==> src/rtl/core/isingcb_pkg.sv <==
// Shared types, codes and helpers of the checkerboard Ising lattice block.
package isingcb_pkg;

  typedef enum logic [1:0] {
    OP_LOAD    = 2'd0,
    OP_UPDATE  = 2'd1,
    OP_MEASURE = 2'd2,
    OP_TOTALS  = 2'd3
  } isingcb_op_e;

  typedef enum logic [3:0] {
    ST_IDLE,
    ST_QUOT,
    ST_REM,
    ST_LOAD,
    ST_RD_UP,
    ST_RD_SAME,
    ST_RD_SIDE,
    ST_RD_DOWN,
    ST_EVAL,
    ST_DONE
  } isingcb_state_e;

  localparam int CFG_IDX_W = 1;
  localparam logic [CFG_IDX_W-1:0] REG_ACCEPT_TWO  = 1'd0;
  localparam logic [CFG_IDX_W-1:0] REG_ACCEPT_FOUR = 1'd1;

  localparam int ENERGY_W = 20;
  localparam int MAGNET_W = 19;
  localparam int DRAW_W   = 16;

  // Magnetization step of a site pair that is all minus.
  localparam logic [MAGNET_W-1:0] MAGNET_MINUS_TWO = -19'sd2;

  typedef struct packed {
    isingcb_op_e        op;
    logic               color;
    logic [7:0]         column;
    logic [7:0]         row;
    logic signed [1:0]  spin_value;
    logic [DRAW_W-1:0]  random_draw;
  } isingcb_item_t;

  typedef struct packed {
    logic signed [MAGNET_W-1:0] magnetization_total;
    logic signed [ENERGY_W-1:0] energy_total;
    logic                       flipped;
    logic signed [1:0]          site_spin;
  } isingcb_result_t;

  typedef struct packed {
    logic [DRAW_W-1:0] accept_four;
    logic [DRAW_W-1:0] accept_two;
  } isingcb_thresh_t;

  // Stored bit 1 means spin -1, 0 means +1.
  function automatic logic signed [1:0] spin_code(input logic neg);
    return neg ? 2'sb11 : 2'sb01;
  endfunction

endpackage

==> src/rtl/core/isingcb_seq.sv <==
// Site sequencer: coordinate reduction, neighbor reads, Metropolis decision, totals.
module isingcb_seq
  import isingcb_pkg::*;
#(
  parameter int GRID_COLUMNS = 256,
  parameter int GRID_ROWS    = 256
) (
  input  logic                                   clk_i,
  input  logic                                   rst_ni,
  input  logic                                   in_valid_i,
  output logic                                   in_ready_o,
  input  isingcb_item_t                          item_i,
  input  isingcb_thresh_t                        thresh_i,
  output logic                                   done_valid_o,
  input  logic                                   done_ready_i,
  output isingcb_result_t                        result_o,
  output logic [$clog2(GRID_ROWS)+$clog2(GRID_COLUMNS)-1:0] red_addr_o,
  output logic                                   red_we_o,
  output logic                                   red_wdata_o,
  input  logic                                   red_rdata_i,
  output logic [$clog2(GRID_ROWS)+$clog2(GRID_COLUMNS)-1:0] black_addr_o,
  output logic                                   black_we_o,
  output logic                                   black_wdata_o,
  input  logic                                   black_rdata_i
);

  localparam int COL_W  = $clog2(GRID_COLUMNS);
  localparam int ROW_W  = $clog2(GRID_ROWS);
  localparam int ADDR_W = ROW_W + COL_W;
  localparam int SH     = 24;
  localparam int MUL_W  = 33;
  localparam int REM_W  = 21;
  localparam logic [MUL_W-1:0] COL_MUL = MUL_W'((2**SH + GRID_COLUMNS - 1) / GRID_COLUMNS);
  localparam logic [MUL_W-1:0] ROW_MUL = MUL_W'((2**SH + GRID_ROWS - 1) / GRID_ROWS);
  localparam logic [COL_W-1:0] COL_LAST = COL_W'(GRID_COLUMNS - 1);
  localparam logic [ROW_W-1:0] ROW_LAST = ROW_W'(GRID_ROWS - 1);

  isingcb_state_e  state_q, state_d;
  isingcb_item_t   item_q;
  isingcb_result_t result_q;
  logic [7:0]       qcol_q, qrow_q;
  logic [COL_W-1:0] col_q;
  logic [ROW_W-1:0] row_q;
  logic             s_bit_q, same_bit_q;
  logic [2:0]       agree_q;
  logic [ENERGY_W-1:0] energy_sum_q;
  logic [MAGNET_W-1:0] magnet_sum_q;

  logic [MUL_W-1:0] col_prod, row_prod;
  logic [REM_W-1:0] col_rem, row_rem;
  logic [ROW_W-1:0] up_row, down_row;
  logic [COL_W-1:0] side_col;
  logic             shift_left;
  logic             mine_black;
  logic             mine_rdata, other_rdata;
  logic [ADDR_W-1:0] site_addr;
  logic [ADDR_W-1:0] mine_addr, other_addr;
  logic             mine_we, mine_wdata;
  logic [2:0]       agree_fin;
  logic             flip;
  logic [ENERGY_W-1:0] energy_step;
  logic [MAGNET_W-1:0] magnet_step;

  // Floor division by reciprocal multiply; exact for 8-bit coordinates.
  assign col_prod = {25'b0, item_q.column} * COL_MUL;
  assign row_prod = {25'b0, item_q.row} * ROW_MUL;
  assign col_rem  = REM_W'(item_q.column) - REM_W'(qcol_q) * REM_W'(GRID_COLUMNS);
  assign row_rem  = REM_W'(item_q.row) - REM_W'(qrow_q) * REM_W'(GRID_ROWS);

  assign mine_black  = (item_q.op != OP_MEASURE) && item_q.color;
  assign mine_rdata  = mine_black ? black_rdata_i : red_rdata_i;
  assign other_rdata = mine_black ? red_rdata_i : black_rdata_i;

  // Side neighbor goes left for red on even rows, flipped on odd rows and for black.
  assign shift_left = ~(mine_black ^ row_q[0]);
  assign up_row     = (row_q == '0) ? ROW_LAST : row_q - ROW_W'(1);
  assign down_row   = (row_q == ROW_LAST) ? '0 : row_q + ROW_W'(1);
  always_comb begin
    if (shift_left) begin
      side_col = (col_q == '0) ? COL_LAST : col_q - COL_W'(1);
    end else begin
      side_col = (col_q == COL_LAST) ? '0 : col_q + COL_W'(1);
    end
  end

  assign site_addr = {row_q, col_q};

  assign agree_fin = agree_q + {2'b0, other_rdata == s_bit_q};
  always_comb begin
    if (agree_fin <= 3'd2) begin
      flip = 1'b1;
    end else if (agree_fin == 3'd3) begin
      flip = item_q.random_draw <= thresh_i.accept_two;
    end else begin
      flip = item_q.random_draw <= thresh_i.accept_four;
    end
  end

  assign energy_step = {16'b0, agree_fin, 1'b0} - ENERGY_W'(4);
  always_comb begin
    if (s_bit_q != same_bit_q) begin
      magnet_step = '0;
    end else if (s_bit_q) begin
      magnet_step = MAGNET_MINUS_TWO;
    end else begin
      magnet_step = MAGNET_W'(2);
    end
  end

  // Next state.
  always_comb begin
    state_d = state_q;
    unique case (state_q)
      ST_IDLE:    if (in_valid_i) state_d = ST_QUOT;
      ST_QUOT:    state_d = ST_REM;
      ST_REM: begin
        unique case (item_q.op)
          OP_LOAD:   state_d = ST_LOAD;
          OP_TOTALS: state_d = ST_DONE;
          default:   state_d = ST_RD_UP;
        endcase
      end
      ST_LOAD:    state_d = ST_DONE;
      ST_RD_UP:   state_d = ST_RD_SAME;
      ST_RD_SAME: state_d = ST_RD_SIDE;
      ST_RD_SIDE: state_d = ST_RD_DOWN;
      ST_RD_DOWN: state_d = ST_EVAL;
      ST_EVAL:    state_d = ST_DONE;
      ST_DONE:    if (done_ready_i) state_d = ST_IDLE;
      default:    state_d = ST_IDLE;
    endcase
  end

  // Memory port drive.
  always_comb begin
    mine_addr  = site_addr;
    other_addr = site_addr;
    mine_we    = 1'b0;
    mine_wdata = 1'b0;
    unique case (state_q)
      ST_LOAD: begin
        mine_we    = 1'b1;
        mine_wdata = item_q.spin_value[1];
      end
      ST_RD_UP:   other_addr = {up_row, col_q};
      ST_RD_SIDE: other_addr = {row_q, side_col};
      ST_RD_DOWN: other_addr = {down_row, col_q};
      ST_EVAL: begin
        mine_we    = flip && (item_q.op == OP_UPDATE);
        mine_wdata = ~s_bit_q;
      end
      default: ;
    endcase
  end

  assign red_addr_o    = mine_black ? other_addr : mine_addr;
  assign red_we_o      = !mine_black && mine_we;
  assign red_wdata_o   = mine_wdata;
  assign black_addr_o  = mine_black ? mine_addr : other_addr;
  assign black_we_o    = mine_black && mine_we;
  assign black_wdata_o = mine_wdata;

  assign in_ready_o   = (state_q == ST_IDLE);
  assign done_valid_o = (state_q == ST_DONE);
  assign result_o     = result_q;

  always_ff @(posedge clk_i or negedge rst_ni) begin
    if (!rst_ni) begin
      state_q      <= ST_IDLE;
      energy_sum_q <= '0;
      magnet_sum_q <= '0;
    end else begin
      state_q <= state_d;
      if (state_q == ST_REM && item_q.op == OP_TOTALS) begin
        energy_sum_q <= '0;
        magnet_sum_q <= '0;
      end else if (state_q == ST_EVAL && item_q.op == OP_MEASURE) begin
        energy_sum_q <= energy_sum_q + energy_step;
        magnet_sum_q <= magnet_sum_q + magnet_step;
      end
    end
  end

  always_ff @(posedge clk_i) begin
    if (in_valid_i && in_ready_o) begin
      item_q <= item_i;
    end
    unique case (state_q)
      ST_QUOT: begin
        qcol_q <= col_prod[SH+7:SH];
        qrow_q <= row_prod[SH+7:SH];
      end
      ST_REM: begin
        col_q <= col_rem[COL_W-1:0];
        row_q <= row_rem[ROW_W-1:0];
        if (item_q.op == OP_TOTALS) begin
          result_q.site_spin           <= '0;
          result_q.flipped             <= 1'b0;
          result_q.energy_total        <= '0 - energy_sum_q;
          result_q.magnetization_total <= magnet_sum_q;
        end
      end
      ST_LOAD: begin
        result_q.site_spin           <= spin_code(item_q.spin_value[1]);
        result_q.flipped             <= 1'b0;
        result_q.energy_total        <= '0;
        result_q.magnetization_total <= '0;
      end
      ST_RD_SAME: begin
        // own spin and up neighbor land together
        s_bit_q <= mine_rdata;
        agree_q <= {2'b0, other_rdata == mine_rdata};
      end
      ST_RD_SIDE: begin
        same_bit_q <= other_rdata;
        agree_q    <= agree_fin;
      end
      ST_RD_DOWN: agree_q <= agree_fin;
      ST_EVAL: begin
        if (item_q.op == OP_UPDATE) begin
          result_q.site_spin <= spin_code(s_bit_q ^ flip);
          result_q.flipped   <= flip;
        end else begin
          result_q.site_spin <= spin_code(s_bit_q);
          result_q.flipped   <= 1'b0;
        end
        result_q.energy_total        <= '0;
        result_q.magnetization_total <= '0;
      end
      default: ;
    endcase
  end

  a_we_phase: assert property (@(posedge clk_i) disable iff (!rst_ni)
    (red_we_o || black_we_o) |-> (state_q == ST_LOAD || state_q == ST_EVAL))
    else $error("spin write outside load or evaluate");

  a_we_one_grid: assert property (@(posedge clk_i) disable iff (!rst_ni)
    !(red_we_o && black_we_o))
    else $error("both half-grids written at once");

  a_totals_clear: assert property (@(posedge clk_i) disable iff (!rst_ni)
    (state_q == ST_REM && item_q.op == OP_TOTALS)
      |=> (energy_sum_q == '0 && magnet_sum_q == '0))
    else $error("totals not cleared after read");

  a_accept_start: assert property (@(posedge clk_i) disable iff (!rst_ni)
    (in_valid_i && in_ready_o) |=> (state_q == ST_QUOT))
    else $error("accepted beat did not start reduction");

  a_forced_flip: assert property (@(posedge clk_i) disable iff (!rst_ni)
    (state_q == ST_EVAL && item_q.op == OP_UPDATE && agree_fin <= 3'd2)
      |=> result_q.flipped)
    else $error("non-positive energy change did not flip");

endmodule

==> config.mk <==
export PLATFORM = sky130hd
export DESIGN_NAME = isingcb_seq
export DESIGN_NICKNAME = d
export VERILOG_FILES = /design/src/rtl/core/isingcb_pkg.sv /design/src/rtl/core/isingcb_seq.sv
export SDC_FILE = /design/constraint.sdc
export NUM_CORES = 1
export LEC_CHECK = 0
export BUFFER_PORTS_ARGS = -buffer_cell sky130_fd_sc_hd__buf_4
export CAP_MARGIN = 10
export CORE_UTILIZATION = 35
export DETAILED_ROUTE_END_ITERATION = 8
export PLACE_DENSITY = 0.52
export SLEW_MARGIN = 20
export SYNTH_ARGS = -nofsm -noshare
export SYNTH_HDL_FRONTEND = slang
export SYNTH_SLANG_ARGS = --single-unit
==> constraint.sdc <==
create_clock -name clk_i -period 7 [get_ports clk_i]
set_input_delay 1.4 -clock clk_i [delete_from_list [all_inputs] [get_ports clk_i]]
set_output_delay 1.4 -clock clk_i [all_outputs]
set_load 0.01 [all_outputs]
==> impl_metrics.tcl <==
set metrics [dict create \
    status "completed" \
    rsz0062_at_grt "false" \
    mostFrequentLayoutCells "buf_4 (161), edfxtp_1 (98), nand2_1 (93), nor2_1 (88), o21ai_0 (83)" \
    setup_slack_ns 1.626 \
    path_buf_inv 3 \
    critPathArrivalTime_ns 3.97 \
    synth_async_sr_flop_share_pct 29.50 \
    grt_remaining_overflow 0 \
    dp_hpwl_um 16440 \
    cp_slowest_stage_delay_ns 0.41 \
    worstPathMaxFanout 26 \
    final_cells 1454 \
    cp-start-kind "flip-flop" \
    vdd.ir_drop.worst_mv 0.1929 \
    layout-drive-gt1-share_pct 19.13 \
    crit_path_end_kind "primary output" \
    period_minus_slack_ns 5.374 \
    htreeDepth 4 \
    leakagePower_nw 4.720 \
    synth_fa_ha_area_share_pct 9.657 \
    setup-tns-final_ns 0 \
    wirelength_um 22680 \
    slowest_stage "edfxtp_1" \
    fin_crit_sh_pct 76.77 \
    hold_path_class "reg -> reg" \
    drc 0 \
    grt_pass1_vias 7207 \
    vias 7495 \
    first_pass_iters 5 \
    drt_iter0_drc 503 \
    cts_made_buffers 17 \
    tritoncts "done" \
    slew_violations 0 \
    nNetsFinal 1255 \
    initial_utilization_pct 35.91 \
    synth_edf_count 98 \
    slew_headroom_pct 31.41 \
    fp-row-count 58 \
    hold_depth 0 \
    synth_area_per_cell_um2 9.224 \
    tightest_slew_ns 1.027 \
    cts_buffer_depth 2 \
    reg2reg_slack_ns 2.11 \
    antenna_found_initial 0 \
    yosysSeqAreaShare_pct 43.64 \
    die_area_um2 26630 \
    ys_warn_count 0 \
    clk_pin_slew_worst_paths_ns 0.06 \
    syn_area_um2 9095 \
    synthesis.instances 986 \
    r2r_cells 20 \
    synth_top_family_by_area "simple AND/OR/NAND/NOR gates" \
    finalHoldViolations 0 \
    setup-violations-final 0 \
    wl_per_cell_um 15.60 \
    muxShareOfSynthArea_pct 0.9080 \
    dp_slack_ns 1.657 \
    cts.sinks 139 \
    clkLatencyLatePin_ns 0.43 \
    core_area_um2 25330 \
    yosys.area_share.xor_xnor_pct 4.031 \
    synthSimpleGateAreaFrac_pct 18.60 \
    maxCapViolations 0 \
    timing.rr.end "energy_sum_q[19]" \
    max_freq_mhz 186.1 \
    worstPathCellList "inv_1 -> ha_1 -> nand2b_1 -> buf_4 -> nand2_1 -> nand2_1 -> xnor2_1 -> ha_1 -> ha_1 -> xor2_1 -> o21ai_0 -> a31oi_1 -> nor2b_1 -> o22ai_1 -> a2bb2oi_1 -> nor2_1 -> buf_4" \
    crit_top_cell "ha_1" \
    viasPerCell 5.155 \
    synth_compound_area_share_pct 17.91 \
    ys_ff_latch 139 \
    portBuffers 153 \
    syn_nets 1130 \
    power.density_nw_per_um2 400.0 \
    diodes 0 \
    critical_path_class "reg -> out" \
    dpl.cell_count 1422 \
    die_x_um 163.2 \
    fin_skew_ns 0.01139 \
    whs_ns 0.4173 \
    ioPinCount 155 \
    ys_types 73 \
    grt_pass1_wl_um 36480 \
    cts_resized 0 \
    critPathTopFamily "compound AO/OA/AOI/OAI gates" \
    clk_root_buffer_cell "clkbuf_16" \
    critPathRequiredTime_ns 5.60 \
    grt_max_degree 42 \
    die_y_um 163.2 \
    syn_to_final_growth_pct 21.75 \
    ys.flop_type "edfxtp_1" \
    postCtsHoldBufs 0 \
    final_common_cell "buf_4" \
    post_cts_buffers 0 \
    gp_congestion 0.8711 \
    r2r-start "item_q[35]" \
    track_usage_pct 17.49 \
    hold_path_end "row_q[4]" \
    post-route-util_pct 43.72 \
    worstHoldStart "item_q[22]" \
    postRouteAntennaNets 0 \
]
-- cell type report --
class	instances	area, um^2
clock buffers	18	429.2
clock inverters	14	123.9
fillers	2545	14250
inverters	66	247.7
multi-input cells	726	4682
flip-flops and latches	139	3969
well taps	330	412.9
repair buffers	161	1209
-- metrics by stage --
stage | cell area [um^2] | total power, mW
after floorplan | 9095 | 2.912
after global placement | 10520 | 3.575
after detailed placement | 10520 | 3.594
after CTS | 11070 | 4.478
after global routing | 11070 | 4.784
final | 11070 | 4.429
-- cells in the mapped netlist (4+ instances only) --
cell type / count / area [um^2]
nand3_1: 21 / 105.1
o22ai_1: 8 / 50.05
o31ai_1: 8 / 60.06
or2_2: 7 / 43.79
clkbuf_1: 46 / 172.7
nor3_1: 35 / 175.2
dfrtp_1: 41 / 1026
o221ai_1: 6 / 52.55
a31oi_1: 10 / 62.56
a22o_1: 5 / 43.79
mux2i_1: 6 / 60.06
and2_1: 9 / 56.30
o21a_1: 12 / 90.09
o21ai_0: 84 / 420.4
nor2b_1: 33 / 206.5
a21oi_1: 64 / 320.3
a22oi_1: 4 / 30.03
xor2_1: 16 / 140.1
a21o_1: 13 / 97.59
nand2b_1: 8 / 50.05
or3_1: 8 / 50.05
inv_1: 65 / 244.0
and3_1: 12 / 75.07
nand2_1: 93 / 349.1
nor4_1: 6 / 37.54
nor2_1: 90 / 337.8
o21bai_1: 4 / 30.03
xnor2_1: 24 / 210.2
nand4_1: 14 / 87.58
edfxtp_1: 98 / 2943
ha_1: 67 / 838.3
-- how the worst max path moves through the flow --
stage                       start                to  slack (ns)  cells after the start
global route           item_q[35]        black_we_o        1.22                     17
CTS                    item_q[35]        black_we_o        1.52                     17
detailed placement    red_rdata_i        black_we_o        1.66                     14
finish                 item_q[35]        black_we_o        1.63                     17
global placement    black_rdata_i          red_we_o        1.71                     14
floorplan           black_rdata_i  energy_sum_q[17]        2.40                     17
-- cell families (layout without fill, tap and decap cells) --
family / after synthesis / in the layout
muxes: 8 / 8
adders and majority gates: 69 / 69
DFF: 139 / 139
and+or+nand+nor: 348 / 348
AOI/OAI and AO/OA: 259 / 259
xor gates and xnor gates: 41 / 41
buffers and inverters: 121 / 259
other: 1 / 1
-- sequential cells by signal, indices dropped and copies added (netlist names) --
register and cells:
agree_q 3, same_bit_q 1, col_q 8, magnet_sum_q 18
state_q 4, item_q 36, result_o 41, energy_sum_q 19
row_q 8, s_bit_q 1
-- power breakdown --
| part | leakage [nW] | switching (mW) | internal (mW) |
|---|---|---|---|
| Clock | 0.252 | 0.374 | 0.488 |
| Combinational | 3.01 | 1.16 | 0.868 |
| Sequential | 1.46 | 0.274 | 1.26 |
| Total | 4.72 | 1.81 | 2.62 |
-- layer usage --
metal / part of all wire [%] / vias to the layer above / wire length, um / track usage [%]
li1: - / 3799 / - / -
met3: 5.4 / 20 / 1215 / 3.860
met5: 0 / - / 0 / 0
met4: 1.3 / 0 / 298 / 5.225
met2: 45 / 188 / 10100 / 27.45
met1: 49 / 3488 / 11070 / 23.94
No activity file was read; power rests on OpenSTA's default activity.
